File: src/hw/rtl/fvec_pkg.sv
// Shared types, codes and saturating fixed-point helpers for the cell update block.
package fvec_pkg;

  localparam int WordBits = 32;
  localparam int FracBits = 16;
  localparam int MagBits  = WordBits + 1;
  localparam int ProdBits = 2 * MagBits;
  localparam int ShBits   = ProdBits - FracBits;
  localparam int DivBits  = WordBits + FracBits;
  localparam int CntBits  = $clog2(DivBits);
  localparam int CfgBits  = 23;
  localparam int CfgIdxBits = 3;

  typedef logic signed [WordBits-1:0] word_t;

  localparam logic [1:0] CMD_LOAD = 2'd0;
  localparam logic [1:0] CMD_X    = 2'd1;
  localparam logic [1:0] CMD_Y    = 2'd2;
  localparam logic [1:0] CMD_Z    = 2'd3;

  localparam logic [CfgIdxBits-1:0] REG_DT_DX     = 3'd0;
  localparam logic [CfgIdxBits-1:0] REG_DT_DY     = 3'd1;
  localparam logic [CfgIdxBits-1:0] REG_DT_DZ     = 3'd2;
  localparam logic [CfgIdxBits-1:0] REG_GAMMA_M1  = 3'd3;
  localparam logic [CfgIdxBits-1:0] REG_INV_GM1   = 3'd4;
  localparam logic [CfgIdxBits-1:0] REG_RHO_FLOOR = 3'd5;
  localparam logic [CfgIdxBits-1:0] REG_P_FLOOR   = 3'd6;

  localparam word_t WORD_MAX = {1'b0, {(WordBits-1){1'b1}}};
  localparam word_t WORD_MIN = {1'b1, {(WordBits-1){1'b0}}};

  typedef struct packed {
    logic busy;
    logic done;
  } div_stat_t;

  function automatic word_t sat_add(word_t a, word_t b);
    logic [WordBits:0] s;
    s = {a[WordBits-1], a} + {b[WordBits-1], b};
    if (s[WordBits] != s[WordBits-1]) return s[WordBits] ? WORD_MIN : WORD_MAX;
    return word_t'(s[WordBits-1:0]);
  endfunction

  function automatic word_t sat_sub(word_t a, word_t b);
    logic [WordBits:0] s;
    s = {a[WordBits-1], a} - {b[WordBits-1], b};
    if (s[WordBits] != s[WordBits-1]) return s[WordBits] ? WORD_MIN : WORD_MAX;
    return word_t'(s[WordBits-1:0]);
  endfunction

  // Clamp a magnitude to the word range and apply the sign.
  function automatic word_t sat_mag(logic neg, logic [ShBits-1:0] m);
    logic [ShBits-1:0] lim;
    logic [WordBits-1:0] r;
    lim = neg ? (ShBits'(1) << (WordBits-1)) : ShBits'(WORD_MAX);
    if (m > lim) m = lim;
    r = m[WordBits-1:0];
    return neg ? word_t'(-r) : word_t'(r);
  endfunction

  function automatic logic [MagBits-1:0] mag(word_t a);
    return a[WordBits-1] ? (~{1'b1, a} + MagBits'(1)) : {1'b0, a};
  endfunction

  // Halve, rounding toward zero.
  function automatic word_t half_tz(word_t x);
    word_t t;
    t = x + word_t'({{(WordBits-1){1'b0}}, x[WordBits-1]});
    return t >>> 1;
  endfunction

  function automatic word_t floor_w(word_t x, logic [16:0] f);
    word_t fw;
    fw = word_t'({{(WordBits-17){1'b0}}, f});
    return (x < fw) ? fw : x;
  endfunction

endpackage

File: src/hw/rtl/fvec_mul.sv
// Shared saturating Q16.16 multiplier with a registered product.
module fvec_mul import fvec_pkg::*; (
  input  logic  clk_i,
  input  logic  en_i,
  input  word_t a_i,
  input  word_t b_i,
  output word_t p_o
);

  logic [ProdBits-1:0] prod;
  word_t p_d, p_q;

  always_comb begin
    prod = ProdBits'(mag(a_i)) * ProdBits'(mag(b_i));
    p_d  = sat_mag(a_i[WordBits-1] ^ b_i[WordBits-1], prod[ProdBits-1:FracBits]);
  end

  always_ff @(posedge clk_i) begin
    if (en_i) p_q <= p_d;
  end

  assign p_o = p_q;

endmodule

File: config.mk
export PLATFORM = sky130hd
export DESIGN_NAME = fvec_mul
export DESIGN_NICKNAME = d
export VERILOG_FILES = /design/src/hw/rtl/fvec_pkg.sv /design/src/hw/rtl/fvec_mul.sv
export SDC_FILE = /design/constraint.sdc
export NUM_CORES = 2
export LEC_CHECK = 0
export ABC_AREA = 1
export BUFFER_PORTS_ARGS = -buffer_cell sky130_fd_sc_hd__buf_4
export CAP_MARGIN = 20
export CORE_ASPECT_RATIO = 1.75
export CORE_MARGIN = 5
export CORE_UTILIZATION = 61
export DETAILED_ROUTE_END_ITERATION = 8
export GPL_TIMING_DRIVEN = 0
export PLACE_DENSITY = 0.91
export SLEW_MARGIN = 5
export SYNTH_ARGS = -nofsm -noshare
export SYNTH_HDL_FRONTEND = slang
export SYNTH_SLANG_ARGS = --single-unit
File: constraint.sdc
create_clock -name clk_i -period 13.5 [get_ports clk_i]
set_input_delay 3.375 -clock clk_i [delete_from_list [all_inputs] [get_ports clk_i]]
set_output_delay 3.375 -clock clk_i [all_outputs]
set_load 0.01 [all_outputs]
======== After elaboration in Yosys (flattened, before gate mapping) ========
Index checks and enable logic that the tools add are counted.
word-level totals
  register bits ........................... 32
  bits of input ports ..................... 66
  output and inout bits ................... 32
  logic and storage cells ................. 14
operators by class
  $add $sub $neg .......................... 3
  multipliers ............................. 1
  magnitude comparators ................... 1
  muxes and demuxes ....................... 5
  bitwise operators ....................... 3
operators by type and width
  kind                                            count
  two-way mux 32 bit                              3
  adder 33 x 1 -> 33 bit (second input constant)  2
  multiplier 33 x 33 -> 66 bit                    1
  two-way mux 33 bit                              2
  NOT 33 bit                                      2
  > comparator 50 x 32 -> 1 bit                   1
  negator 32 bit                                  1
  bitwise XOR 1 bit                               1

======== Longest topological paths before layout ========
  word-level depth ........................ 8
  gate-level depth with buffers ........... 79
  gate-level depth less buffers ........... 77

======== Worst setup path before layout ========
No wires, ideal clock.
  path kind ............................... input -> register
  from .................................... input port a_i[0]
  to ...................................... register p_q[28] (netlist: p_o[28]) (data pin)
  library setup time ...................... 0.249 ns
  data arrival time ....................... 13.992 ns
  required time ........................... 13.251 ns
  slack ................................... -0.742 ns
  cell stages on the path ................. 70
  path buffers ............................ 5
  cells stage by stage .................... buf_6 -> inv_6 -> clkbuf_1 -> ha_1 -> inv_1 -> nor3_1 -> inv_1 -> nor2_1 -> nand2_1 -> nor2_1 -> inv_1 -> o21ai_0 -> xnor2_1 -> clkinv_1 -> clkbuf_1 -> nor2_1 -> fa_1 -> fa_1 -> [34 not listed] -> o21ai_1 -> nand2_1 -> nand4_2 -> nand2_4 -> buf_2 -> buf_2 -> nand2_1 -> inv_1 -> ha_1 -> nand2_1 -> nor2_2 -> nand3_1 -> nor2_2 -> nand2_1 -> nand2_1 -> nand2_1 -> nand2_1 -> inv_1
between the ends
  cells in the longest elaborated chain, start to end .. 8
RTL lines
  item                              line            text
  start: declaration                fvec_mul.sv:5   input word_t a_i,
  NOT 33 bit                        fvec_pkg.sv:62  return a[WordBits-1] ? (~{1'b1, a} + MagBits'(1)) : {1'b0, a};
  adder 33 x 1 -> 33 bit            fvec_pkg.sv:62
  two-way mux 33 bit (*)            fvec_pkg.sv:62
  multiplier 33 x 33 -> 66 bit (*)  fvec_mul.sv:14  prod = ProdBits'(mag(a_i)) * ProdBits'(mag(b_i));
  > comparator 50 x 32 -> 1 bit     fvec_pkg.sv:56  if (m > lim) m = lim;
  two-way mux 32 bit (*)            fvec_pkg.sv:56
  negator 32 bit                    fvec_pkg.sv:58  return neg ? word_t'(-r) : word_t'(r);
  two-way mux 32 bit (*)            fvec_pkg.sv:58
  named net p_d[28]                 fvec_mul.sv:11  word_t p_d, p_q;
  end signal: assignment            fvec_mul.sv:19  if (en_i) p_q <= p_d;
  end: declaration                  fvec_mul.sv:11
Mark *: on every way through the listed nets, which the timed path passes. The rest lies on a longest branch.
A chain may end at the register's enable or synchronous reset.

======== Worst setup path in the final report ========
  from .................................... input port a_i[0]
  to ...................................... register p_q[30] (netlist: p_o[30]) (data pin)
The elaborated chain is that of the path after synthesis.

==> qor.yml <==
outcome:
  status: "complete, but fails checks"
  violations: "design-rule violations, negative setup slack"
floorplan:
  start_util: 0.615
  die_y_um: 349
  rows: 124
  io_pins: 98
  core_area_um2: 65300
  die_area_um2: 71200
  die_x_um: 204
synth:
  ys_warn_count: 0
  synth.avg_cell_area_um2: 7.64
  ys_seq_elements: 32
  synth.distinct_cells: 49
  synthFlopType: "edfxtp_1"
  synth-async-reset-ratio: 0
  ys_top_cells_by_area: "fa_1 48%, inv_1 13%, nand2_1 10%"
  synth_top_area_frac: 0.477
  yosys.area.top_type: "fa_1"
  syn_area_um2: 40100
  syn_inst: 5253
  synth_edf_count: 32
  yosysSeqAreaShare: 0.0239
cts:
  root_buffer: "clkbuf_16"
  cts_buffers: 5
  cts_tree: "built"
  htree_levels: 2
  clkSinkCount: 32
  cts_buffer_depth: 2
  path_clk_slew_ns: 0.06
sta:
  slew_viol_final: 0
  max_slew_margin: 0.0810
  hold_ws_ns: 3.55
  finalWorstSetupSlack_ns: -2.99
  setup_violations: 32
  period_share: 1.22
  final.min_clock_period_ns: 16.49
  hold_viol_final: 0
  fmax_mhz: 60.7
  tightest_slew_ns: 1.37
  rsz0062_at_grt: "true"
setup_path:
  crit_type: "primary input to flip-flop"
  startpoint: "a_i[0]"
  required_ns: 13.53
  slowest_stage: "nor2_1"
  cp-start-kind: "primary input"
  worstSetupEndpointType: "flip-flop"
  critPathMaxStageDelay_ns: 1.04
  path_max_fanout: 10
  cp_common_cell: "nand2_1"
  worst_ep_arrival_time_ns: 16.52
layout:
  final_common_cell: "inv_1"
  drive_gt1_frac: 0.157
  largest_reg_flops: 32
  fillers: 4965
  most-common-layout-cells: "1,290 x inv_1, 1,032 x nand2_1, 940 x fa_1"
  areaGrowthSynthToFinish_pct: 16.9
  nets: 6923
worst_hold_path:
  worstHoldStart: "en_i"
  whs_endpoint: "p_o[1]$_DFFE_PP_"
  timing.hold.worst.class: "primary input to flip-flop"
  whs_path_depth: 1
global_routing:
  grt_util_all_layers: 0.508
  antenna_found_initial: 11
  grt_pass1_wl_mm: 262
  grt_max_degree: 40
  first_global_vias: 42532
  grt-ovfl-total: 0
drt:
  drcViolationCount: 164
  first_pass_iters: 9
  vias: 39959
  antenna_left: 0
  drt_iter0_drc: 4708
  vias_per_cell: 6.15
  wire_per_inst_um: 28.3
  totalWireLength_mm: 184
placed_design:
  io_buffer_count: 96
  dpl.hpwl_mm: 140
  gp_congestion: 1.10
job:
  cap_violations: 0
## worst max-delay path, delay by kind of cell
family | cells | cell delay, ns
buf+inv | 15 | 2.38
simple gates | 31 | 4.39
compound gates | 6 | 1.16
xor+xnor | 1 | 0.17
fa+ha+maj | 12 | 5.00
## kinds of logic (layout without fill, tap and decap cells)
| group | count (synthesis) | count (layout) | share of synthesized area |
|---|---|---|---|
| and+or+nand+nor | 2055 | 2055 | 0.206 |
| buffers and inverters | 1567 | 1856 | 0.148 |
| adders and majority gates | 1253 | 1253 | 0.569 |
| AOI/OAI and AO/OA | 275 | 275 | 0.0371 |
| xor gates and xnor gates | 68 | 68 | 0.0148 |
| DFF | 32 | 32 | 0.0239 |
| other | 2 | 74 | 0.000187 |
| muxes | 1 | 1 | 0.000280 |
## how the worst max path moves through the flow
stage | to | slack [ns] | cells past startpoint
global placement | p_o[30]$_DFFE_PP_ | -4.78 | 66
detailed placement | p_o[30]$_DFFE_PP_ | -4.49 | 71
CTS | p_o[14]$_DFFE_PP_ | -1.40 | 76
finish | p_o[30]$_DFFE_PP_ | -2.99 | 65
floorplan | p_o[20]$_DFFE_PP_ | -0.17 | 77
global route | p_o[30]$_DFFE_PP_ | -3.16 | 77
## cells in the mapped netlist (3+ instances only)
| cell type | number |
|---|---|
| nor3_1 | 29 |
| nand4_1 | 17 |
| inv_1 | 1356 |
| ha_1 | 296 |
| edfxtp_1 | 32 |
| nand3b_1 | 10 |
| nand2_1 | 1120 |
| clkbuf_1 | 156 |
| o21a_1 | 3 |
| nor2_2 | 18 |
| or3_1 | 3 |
| a211oi_1 | 3 |
| inv_2 | 9 |
| buf_1 | 12 |
| and3_1 | 4 |
| a31oi_1 | 10 |
| o21ai_1 | 5 |
| buf_2 | 10 |
| nor4_1 | 15 |
| xor2_1 | 47 |
| a21boi_0 | 6 |
| o21bai_1 | 11 |
| a21oi_1 | 116 |
| nand2_2 | 9 |
| or2_2 | 18 |
| nor3_2 | 4 |
| o21ai_0 | 106 |
| nor2_1 | 654 |
| clkinv_1 | 18 |
| xnor2_1 | 21 |
| buf_6 | 3 |
| fa_1 | 957 |
| nand3_1 | 145 |
| a21o_1 | 9 |
## metal layers
metal  vias to the layer above  global-route usage  routed length, µm
met5                         -             0.00472                 72
met4                         4               0.571              29500
met3                      1615               0.191              23800
met2                      3416               0.796              81600
met1                     19141               0.476              48600
li1                      15783                   -                  -
## repair_timing
item / CTS / global route
setup endpoints to repair: 32 / 32
buffers inserted: 118 / 51
pin swaps: 154 / 123
cloned: 1 / 0
hold buffers: 0 / 0
resized for setup: 546 / 203
## layout make-up
| cell class | instances | area (µm²) | area share |
|---|---|---|---|
| Clock inverter | 3 | 42.5 | 0.000906 |
| Multi-Input combinational cell | 3717 | 35800 | 0.763 |
| Sequential cell | 32 | 961 | 0.0205 |
| Buffer | 183 | 1150 | 0.0245 |
| Antenna cell | 9 | 22.5 | 0.000480 |
| Inverter | 1384 | 5330 | 0.114 |
| Clock buffer | 5 | 125 | 0.00267 |
| Tap cell | 882 | 1100 | 0.0235 |
| Timing Repair Buffer | 281 | 2360 | 0.0504 |
## metrics by stage
step / cell area (µm²) / TNS [ns] / util / cells / worst slack (ns)
global route: 46900 / -92.20 / 0.718 / 6487 / -3.16
finish: 46900 / -85.33 / 0.718 / 6496 / -2.99
floorplan: 40700 / -1.20 / - / 5316 / -0.167
global placement: 42500 / -138.44 / 0.650 / 6294 / -4.78
detailed placement: 42600 / -128.86 / 0.653 / 6303 / -4.49
CTS: 45700 / -37.19 / 0.699 / 6430 / -1.40
Power is not shown: default switching activity piles up to over one toggle a cycle in this logic, so the estimate is an artifact.
