<file path="src/hw/rtl/fvec_pkg.sv">
// Shared types, codes and saturating fixed-point helpers for the cell update block.
package fvec_pkg;

  localparam int WordBits = 32;
  localparam int FracBits = 16;
  localparam int MagBits  = WordBits + 1;
  localparam int ProdBits = 2 * MagBits;
  localparam int ShBits   = ProdBits - FracBits;
  localparam int DivBits  = WordBits + FracBits;
  localparam int CntBits  = $clog2(DivBits);
  localparam int CfgBits  = 23;
  localparam int CfgIdxBits = 3;

  typedef logic signed [WordBits-1:0] word_t;

  localparam logic [1:0] CMD_LOAD = 2'd0;
  localparam logic [1:0] CMD_X    = 2'd1;
  localparam logic [1:0] CMD_Y    = 2'd2;
  localparam logic [1:0] CMD_Z    = 2'd3;

  localparam logic [CfgIdxBits-1:0] REG_DT_DX     = 3'd0;
  localparam logic [CfgIdxBits-1:0] REG_DT_DY     = 3'd1;
  localparam logic [CfgIdxBits-1:0] REG_DT_DZ     = 3'd2;
  localparam logic [CfgIdxBits-1:0] REG_GAMMA_M1  = 3'd3;
  localparam logic [CfgIdxBits-1:0] REG_INV_GM1   = 3'd4;
  localparam logic [CfgIdxBits-1:0] REG_RHO_FLOOR = 3'd5;
  localparam logic [CfgIdxBits-1:0] REG_P_FLOOR   = 3'd6;

  localparam word_t WORD_MAX = {1'b0, {(WordBits-1){1'b1}}};
  localparam word_t WORD_MIN = {1'b1, {(WordBits-1){1'b0}}};

  typedef struct packed {
    logic busy;
    logic done;
  } div_stat_t;

  function automatic word_t sat_add(word_t a, word_t b);
    logic [WordBits:0] s;
    s = {a[WordBits-1], a} + {b[WordBits-1], b};
    if (s[WordBits] != s[WordBits-1]) return s[WordBits] ? WORD_MIN : WORD_MAX;
    return word_t'(s[WordBits-1:0]);
  endfunction

  function automatic word_t sat_sub(word_t a, word_t b);
    logic [WordBits:0] s;
    s = {a[WordBits-1], a} - {b[WordBits-1], b};
    if (s[WordBits] != s[WordBits-1]) return s[WordBits] ? WORD_MIN : WORD_MAX;
    return word_t'(s[WordBits-1:0]);
  endfunction

  // Clamp a magnitude to the word range and apply the sign.
  function automatic word_t sat_mag(logic neg, logic [ShBits-1:0] m);
    logic [ShBits-1:0] lim;
    logic [WordBits-1:0] r;
    lim = neg ? (ShBits'(1) << (WordBits-1)) : ShBits'(WORD_MAX);
    if (m > lim) m = lim;
    r = m[WordBits-1:0];
    return neg ? word_t'(-r) : word_t'(r);
  endfunction

  function automatic logic [MagBits-1:0] mag(word_t a);
    return a[WordBits-1] ? (~{1'b1, a} + MagBits'(1)) : {1'b0, a};
  endfunction

  // Halve, rounding toward zero.
  function automatic word_t half_tz(word_t x);
    word_t t;
    t = x + word_t'({{(WordBits-1){1'b0}}, x[WordBits-1]});
    return t >>> 1;
  endfunction

  function automatic word_t floor_w(word_t x, logic [16:0] f);
    word_t fw;
    fw = word_t'({{(WordBits-17){1'b0}}, f});
    return (x < fw) ? fw : x;
  endfunction

endpackage

</file>
<file path="src/hw/rtl/fvec_div.sv">
// Restoring divider, one quotient bit per cycle, Q16.16 quotient with saturation.
module fvec_div import fvec_pkg::*; (
  input  logic      clk_i,
  input  logic      rst_ni,
  input  logic      start_i,
  input  word_t     n_i,
  input  word_t     d_i,
  output div_stat_t stat_o,
  output word_t     q_o
);

  logic               busy_q, done_q;
  logic [CntBits-1:0] cnt_q;
  logic [MagBits-1:0] rem_q, md_q;
  logic [DivBits-1:0] sh_q;
  logic               neg_q, zero_q;
  logic [MagBits:0]   trial;
  logic               ge;

  always_comb begin
    trial = {rem_q, sh_q[DivBits-1]};
    ge    = trial >= {1'b0, md_q};
  end

  always_ff @(posedge clk_i or negedge rst_ni) begin
    if (!rst_ni) begin
      busy_q <= 1'b0;
      done_q <= 1'b0;
      cnt_q  <= '0;
    end else begin
      done_q <= 1'b0;
      if (start_i) begin
        busy_q <= 1'b1;
        cnt_q  <= CntBits'(DivBits - 1);
      end else if (busy_q) begin
        cnt_q <= cnt_q - CntBits'(1);
        if (cnt_q == '0) begin
          busy_q <= 1'b0;
          done_q <= 1'b1;
        end
      end
    end
  end

  always_ff @(posedge clk_i) begin
    if (start_i) begin
      rem_q  <= '0;
      md_q   <= mag(d_i);
      sh_q   <= DivBits'(mag(n_i)) << FracBits;
      neg_q  <= n_i[WordBits-1] ^ d_i[WordBits-1];
      zero_q <= (d_i == '0);
    end else if (busy_q) begin
      rem_q <= ge ? MagBits'(trial - {1'b0, md_q}) : trial[MagBits-1:0];
      sh_q  <= {sh_q[DivBits-2:0], ge};
    end
  end

  assign stat_o = '{busy: busy_q, done: done_q};
  assign q_o    = zero_q ? '0 : sat_mag(neg_q, ShBits'(sh_q));

endmodule

</file>
<file path="config.mk">
export PLATFORM = sky130hd
export DESIGN_NAME = fvec_div
export DESIGN_NICKNAME = d
export VERILOG_FILES = /design/src/hw/rtl/fvec_pkg.sv /design/src/hw/rtl/fvec_div.sv
export SDC_FILE = /design/constraint.sdc
export NUM_CORES = 1
export LEC_CHECK = 0
export BUFFER_PORTS_ARGS = -buffer_cell sky130_fd_sc_hd__buf_2
export CAP_MARGIN = 10
export CORE_AREA = 2 2 136 138
export DETAILED_ROUTE_END_ITERATION = 12
export DIE_AREA = 0 0 138 140
export PLACE_DENSITY = 0.75
export SLEW_MARGIN = 20
export SYNTH_ARGS = -nofsm -noshare
export SYNTH_HDL_FRONTEND = slang
export SYNTH_SLANG_ARGS = --single-unit
</file>
<file path="constraint.sdc">
create_clock -name clk_i -period 7 [get_ports clk_i]
set_input_delay 1.05 -clock clk_i [delete_from_list [all_inputs] [get_ports clk_i]]
set_output_delay 1.05 -clock clk_i [all_outputs]
set_load 0.03 [all_outputs]
</file>
# After elaboration in Yosys (flattened, before gate mapping)
# Cells that the tools add are included.
# totals
out_inout_bits	34
in_bits	67
elab_cells	40
reg_bits	124
# classes
n_mux	17
add_sub_neg	5
n_lt_le_gt_ge	2
n_bitwise	3
reduce_logical	3
# ops
cell	count
32-bit 2-to-1 mux	5
48-bit 2-to-1 mux	2
48-bit by 32-bit greater-than comparator with 1-bit output	1
34-bit by 33-bit >= comparator with 1-bit output	1
33-bit by 1-bit adder with 33-bit output, second input constant	1
33-bit 2-to-1 mux	1
33-bit inverter	1
33-bit subtractor	1
32-bit by 1-bit adder with 32-bit output, second input constant	1
32-bit logical NOT	1
32-bit negation	1
32-bit inverter	1
31-bit 2-to-1 mux	1
6-bit 2-to-1 mux	2
6-bit logical NOT	1
1-bit 2-to-1 mux	6
6-bit by 1-bit subtractor with 6-bit output, second input constant	1
2-bit nonzero test	1
1-bit bitwise XOR	1

# Depth between registers and ports, before layout
# Gate-level depths: netlist (run 1).
# logic_depth
depth_word	6
mapped_depth	20
mapped_depth_nobuf	16

# Least setup slack after synthesis (run 1)
# Ideal clock, no wire load.
# synth_timing
kind	reg-to-output
start	register neg_q
end	output q_o[22]
setup_slack_ns	0.531
n_path_buf	4
path_stages_with_launch	17
required_time_ns	5.950
arrival_time_ns	5.419
path_cell_list	edfxtp_1 > inv_1 > clkbuf_1 > ha_1 > nand4_1 > nor4_1 > nand2b_1 > nor2_1 > o22a_1 > clkbuf_1 > clkbuf_1 > clkbuf_1 > a21boi_0 > ha_1 > inv_1 > nor2_1 > a2111oi_0
# synth_via
elab_chain_cells	6
# synth_rtl
item	line	source
start: declaration	fvec_div.sv:16	logic neg_q, zero_q;
start signal: assignment	fvec_div.sv:50	neg_q <= n_i[WordBits-1] ^ d_i[WordBits-1];
32-bit 2-to-1 mux	fvec_pkg.sv:55	lim = neg ? (ShBits'(1) << (WordBits-1)) : ShBits'(WORD_MAX);
48-bit by 32-bit greater-than comparator with 1-bit output	fvec_pkg.sv:56	if (m > lim) m = lim;
32-bit 2-to-1 mux	fvec_pkg.sv:56	
32-bit negation	fvec_pkg.sv:58	return neg ? word_t'(-r) : word_t'(r);
32-bit 2-to-1 mux *	fvec_pkg.sv:58	
32-bit 2-to-1 mux *	fvec_div.sv:59	assign q_o = zero_q ? '0 : sat_mag(neg_q, ShBits'(sh_q));
end: declaration	fvec_div.sv:9	output word_t q_o
# Every way passes the cells marked *; elsewhere a longest branch is shown, timed or not.

# Worst setup path in the final report (run 1)
# layout_timing
start	register neg_q
end	output q_o[6]
# The elaborated chain is that of the path after synthesis.

==> impl_metrics.json, run 1 <==
{
  "cp_top_family": "simple AND/OR/NAND/NOR gates",
  "finalHoldViolations": 0,
  "tns_ns": 0,
  "drv_cap": 0,
  "synth_cells": 1117,
  "worstPathMaxFanout": 32,
  "area_growth_pct": 12.6,
  "stdcell_area_um2": 10900,
  "io_buffer_count": 100,
  "skew_ns": 0.00752,
  "syn_avg_cell_area_um2": 8.69,
  "netlist_area_um2": 9700,
  "rsz0062_at_grt": "false",
  "worst_pin_slew_ns": 1.02,
  "fp.dieW_um": 138,
  "cp-start-kind": "flop",
  "crit_required_ns": 5.95,
  "gp_congestion": 0.924,
  "grt_pass1_wl_mm": 38.6,
  "drv_slew": 0,
  "viasPerCell": 6.13,
  "antennaDiodeCount": 0,
  "rr_startpoint": "rem_q[8]$_SDFFE_PP0P_",
  "leakage_nw": 4.65,
  "maxSlewHeadroom": 0.323,
  "cp.buffers_inverters": 4,
  "clk-insertion-delay-late_ns": 0.41,
  "overflow": 0,
  "finalSetupViolations": 0,
  "grt_max_degree": 77,
  "grt_antenna_before_repair": 0,
  "ys.flop_type": "edfxtp_1",
  "first_global_vias": 7931,
  "cts_buffer_depth": 2,
  "cp-end-kind": "output pin",
  "finalPower_w": 0.00323,
  "start_util": 0.546,
  "drt-pass1-iter-count": 5,
  "crit_cells": 15,
  "reg2reg_depth": 11,
  "status": "finished clean",
  "htree_num_levels": 4,
  "r2r-end": "rem_q[14]$_SDFFE_PP0P_",
  "dpl_cell_area_um2": 10300,
  "ys_seq_area_frac": 0.329,
  "synth_top_area_share": 0.207,
  "synth-async-reset-ratio": 0.0645,
  "worstPathArrival_ns": 5.08,
  "dr_total_vias": 8747,
  "dieArea_um2": 19300,
  "ys_types": 75,
  "yosys.area.top_type": "edfxtp_1",
  "drive_gt1_frac": 0.137,
  "avgRoutedWirePerCell_um": 16.3,
  "drtIter0Drc": 607,
  "post-dp-hpwl_mm": 16.3,
  "root_buffer": "clkbuf_16",
  "hold_class": "input pin to asynchronous set/reset pin",
  "numCtsBuffers": 17,
  "rows": 49,
  "layout.nets": 1323,
  "synth_nets": 1255,
  "core_area_um2": 17800,
  "vdd_drop_max_uv": 225,
  "synth_edf_count": 67,
  "p_per_area_nw_per_um2": 296,
  "die_height_um": 140,
  "io_pins": 101,
  "min_period_over_period": 0.875,
  "slowest_stage": "or4_1",
  "post_cts_resized": 0,
  "antenna_left": 0,
  "final_common_cell": "buf_2",
  "netlist_top_cells_area": "edfxtp_1, dfxtp_1, ha_1",
  "path_class": "flop to output pin",
  "crit_path_max_incr_delay_ns": 0.57,
  "fmax_mhz": 163,
  "period_needed_ns": 6.13,
  "track_usage": 0.236,
  "cts_setup_buffers": 0,
  "cts_tree": "done",
  "cts_sinks": 124,
  "cts-hold-fix-buffers": 0,
  "wl_mm": 23.2,
  "reg2reg_slack_ns": 3.46,
  "ys_warn_count": 0,
  "path_clk_slew_ns": 0.06,
  "ys_ff_latch": 124,
  "drc_errors": 0,
  "layout_common_cells": "buf_2, nand2_1, nor2_1",
  "crit_chain": "buf_4 -> ha_1 -> nand4_1 -> or4_1 -> nor2_1 -> o22ai_1 -> buf_4 -> nand2_1 -> a21boi_0 -> ha_1 -> inv_1 -> or3_1 -> a41o_1 -> nor3_1 -> buf_2"
}
-- logic make-up (layout without fill, tap and decap cells) --
family	Yosys count	after routing	share of synthesized area
fa+ha+maj	71	71	0.0923
mux	23	23	0.0237
xor+xnor	88	88	0.0794
simple gates	357	357	0.192
buf+inv	115	196	0.0456
other cells	1	1	0.000386
flops	124	124	0.329
compound gates	338	338	0.238
-- sequential cells by signal, summed over array words and instances (netlist names) --
| register | count |
|---|---|
| zero_q | 1 |
| done_q | 1 |
| sh_q | 48 |
| busy_q | 1 |
| md_q | 33 |
| rem_q | 33 |
| cnt_q | 6 |
| neg_q | 1 |
-- worst register-to-register path, cell delays in order (launching register included) --
cell	delay, ns
dfxtp_1	0.34
ha_1	0.40
a21o_1	0.23
a31o_2	0.25
nor4_1	0.29
o21ai_1	0.25
a221o_1	0.48
a21boi_4	0.56
buf_16	0.24
and2_1	0.14
a31oi_1	0.04
a211oi_1	0.24
-- where the power goes --
group          leakage, nW  internal (W)  switching [W]  total (W)
logic                 3.20      0.000581       0.000781    0.00136
registers             1.18      0.000912       0.000126    0.00104
clock network        0.277      0.000514       0.000318   0.000832
-- stage by stage --
step	util	cells	hold WS, ns	worst slack (ns)
final	0.615	1427	0.470	0.875
after global routing	0.615	1427	0.475	0.426
after CTS	0.613	1426	0.459	0.909
after detailed placement	0.581	1394	0.466	1.36
after global placement	0.581	1394	0.463	1.55
after floorplan	-	1117	0.439	0.531
-- metal layers --
layer	global-route usage	part of all wire	vias up	wire length, um
met4	0.0709	0.021	0	483
met2	0.388	0.47	287	10900
met3	0.0386	0.053	43	1230
li1	-	-	4322	-
met1	0.322	0.46	4095	10600
met5	0	0	-	0
-- cells in the mapped netlist (all sizes together) (7+ instances only) --
cell type and instances:
nand2 88, nor2 79, xnor2 77, o21ai 71, ha 70, edfxtp 67
a21oi 65, inv 55, clkbuf 50, dfxtp 49, nor3 33, a22o 32
or3 32, a21o 28, nand2b 27, o31ai 24, mux2i 23, a31oi 20
nor4 16, nand3 15, or4 15, a211oi 14, o41ai 13, nand4 11
xor2 11, a311oi 10, buf 10, o211ai 10, a221oi 8, and2 8
dfrtp 8, nor2b 7, o21a 7, o21bai 7
-- cell type report --
type                    count  area, um^2
well taps                 229         287
clock inverters             8        55.1
clock buffers              24         514
fillers                  1540        6850
repair buffers            109         591
inverters                  55         206
multi-input cells         878        6080
flip-flops and latches    124        3190
-- worst max path at each step --
stage | startpoint | to | slack (ns)
finish | neg_q$_DFFE_PP_ | q_o[6] | 0.87
global route | neg_q$_DFFE_PP_ | q_o[26] | 0.43
CTS | neg_q$_DFFE_PP_ | q_o[6] | 0.91
detailed placement | neg_q$_DFFE_PP_ | q_o[6] | 1.36
global placement | neg_q$_DFFE_PP_ | q_o[6] | 1.55
floorplan | neg_q$_DFFE_PP_ | q_o[22] | 0.53
No activity file was read; power rests on OpenSTA's default activity.
==> inputs of run 2 (changes only) <==
==> constraint.sdc (replaced) <==
create_clock -name clk_i -period 7 [get_ports clk_i]
set_input_delay 1.4 -clock clk_i [delete_from_list [all_inputs] [get_ports clk_i]]
set_output_delay 1.4 -clock clk_i [all_outputs]
set_load 0.03 [all_outputs]
==> impl_metrics.json, run 2 (synthesis gave the netlist of run 1 again) <==
{
  "status": "finished clean",
  "viasPerCell": 6.12,
  "start_util": 0.546,
  "cts_setup_buffers": 0,
  "crit_path_max_incr_delay_ns": 0.53,
  "post-dp-hpwl_mm": 16.5,
  "top_register": "sh_q",
  "drive_gt1_frac": 0.133,
  "final_common_cell": "buf_2",
  "fillers": 1564,
  "path_class": "flop to output pin",
  "finalSetupViolations": 0,
  "fmax_mhz": 161,
  "rsz0062_at_grt": "false",
  "die_height_um": 140,
  "cts-hold-fix-buffers": 0,
  "dr_total_vias": 8734,
  "crit_chain": "buf_4 -> ha_1 -> a21o_1 -> a21o_1 -> a21oi_1 -> o21ai_0 -> a21oi_1 -> o22ai_1 -> buf_4 -> nand2_1 -> a21boi_0 -> ha_1 -> inv_1 -> or3_1 -> a41o_1 -> nor3_1 -> buf_2",
  "drv_slew": 0,
  "gp_congestion": 0.946,
  "cts_sinks": 124,
  "cp.buffers_inverters": 4,
  "cts_buffer_depth": 2,
  "htree_num_levels": 4,
  "drv_cap": 0,
  "cp-end-kind": "output pin",
  "io_buffer_count": 100,
  "vdd_drop_max_uv": 204,
  "grt_pass1_wl_mm": 39.4,
  "hold_class": "flop to flop",
  "setup_ws_ns": 0.791,
  "period_needed_ns": 6.21,
  "worst_pin_slew_ns": 1.01,
  "p_per_area_nw_per_um2": 295,
  "cp_top_family": "compound AO/OA/AOI/OAI gates",
  "finalHoldViolations": 0,
  "cp-start-kind": "flop",
  "dp_slack_ns": 1.25,
  "min_period_over_period": 0.887,
  "drt-pass1-iter-count": 5,
  "area_growth_pct": 12.3,
  "rows": 49,
  "crit_cells": 17,
  "root_buffer": "clkbuf_16",
  "drc_errors": 0,
  "hold-path-cell-count": 2,
  "drtIter0Drc": 554,
  "antenna_left": 0,
  "tns_ns": 0,
  "reg_top3": "sh_q: 48 flops, md_q: 33 flops, rem_q: 33 flops",
  "largest_reg_flops": 48,
  "antennaDiodeCount": 0,
  "first_global_vias": 8299,
  "dieArea_um2": 19300,
  "layout.nets": 1322,
  "cts_tree": "done",
  "path_clk_slew_ns": 0.05,
  "skew_ns": 0.00930,
  "overflow": 0,
  "io_pins": 101,
  "grt_max_degree": 77,
  "clk-insertion-delay-late_ns": 0.43,
  "core_area_um2": 17800,
  "avgRoutedWirePerCell_um": 16.3,
  "numCtsBuffers": 17,
  "crit_required_ns": 5.60,
  "worstPathMaxFanout": 69,
  "post_cts_resized": 0,
  "fp.dieW_um": 138,
  "leakage_nw": 4.63,
  "reg2reg_depth": 12,
  "slowest_stage": "buf_4",
  "wl_mm": 23.3,
  "maxSlewHeadroom": 0.326,
  "layout_common_cells": "buf_2, nand2_1, nor2_1",
  "track_usage": 0.244,
  "worstPathArrival_ns": 4.81,
  "grt_antenna_before_repair": 0
}
## run 2: changes by cell type in the layout (fill, tap and decap cells not counted)
cell        change
clkbuf_1        +3
clkinv_2        +3
bufinv_16       +2
clkbuf_16       -2
clkbuf_8        -2
clkinv_4        -2
inv_4           -2
buf_4           -1
clkinv_1        +1
clkinvlp_4      -1
## run 2: tightest hold or removal path, cell delays in order, from the launching register on
cell	delay, ns
dfxtp_1	0.31
nand2_1	0.05
o21ai_0	0.06
## run 2: report_power, final
group          internal (W)  switching, W
Sequential         0.000913      0.000125
Combinational      0.000580      0.000770
Clock              0.000518      0.000304
## run 2: final cells by class
type,instances,area [um^2],area share
clock buffers,23,448,0.0411
clock inverters,9,96.3,0.00884
inverters,55,206,0.0189
multi-input cells,878,6080,0.558
flip-flops and latches,124,3190,0.293
well taps,229,287,0.0263
repair buffers,108,583,0.0535
## run 2: worst paths after layout
kind,startpoint,to,slack [ns]
max,neg_q$_DFFE_PP_,q_o[6],0.79
min,rem_q[32]$_SDFFE_PP0P_,rem_q[32]$_SDFFE_PP0P_,0.47
max reg2reg,md_q[7]$_DFFE_PP_,rem_q[14]$_SDFFE_PP0P_,3.47
min reg2reg,rem_q[32]$_SDFFE_PP0P_,rem_q[32]$_SDFFE_PP0P_,0.47
max in group asynchronous,rst_ni,busy_q$_DFF_PN0_,6.01
min in group asynchronous,rst_ni,done_q$_DFF_PN0_,0.81
## run 2: metrics by stage
stage,total power (W),util,cell area [um^2],instances,hold slack [ns]
finish,0.00321,0.613,10900,1426,0.473
global route,0.00344,0.613,10900,1426,0.506
CTS,0.00319,0.611,10900,1425,0.473
detailed placement,0.00235,0.581,10300,1393,0.463
global placement,0.00232,0.581,10300,1393,0.458
floorplan,0.00205,-,9700,1117,0.439
## run 2: metal layers
metal | share of wire | vias up | global-route usage
li1 | - | 4327 | -
met1 | 0.45 | 4073 | 0.317
met2 | 0.48 | 280 | 0.406
met3 | 0.055 | 54 | 0.0438
met4 | 0.024 | 0 | 0.0999
met5 | 0 | - | 0
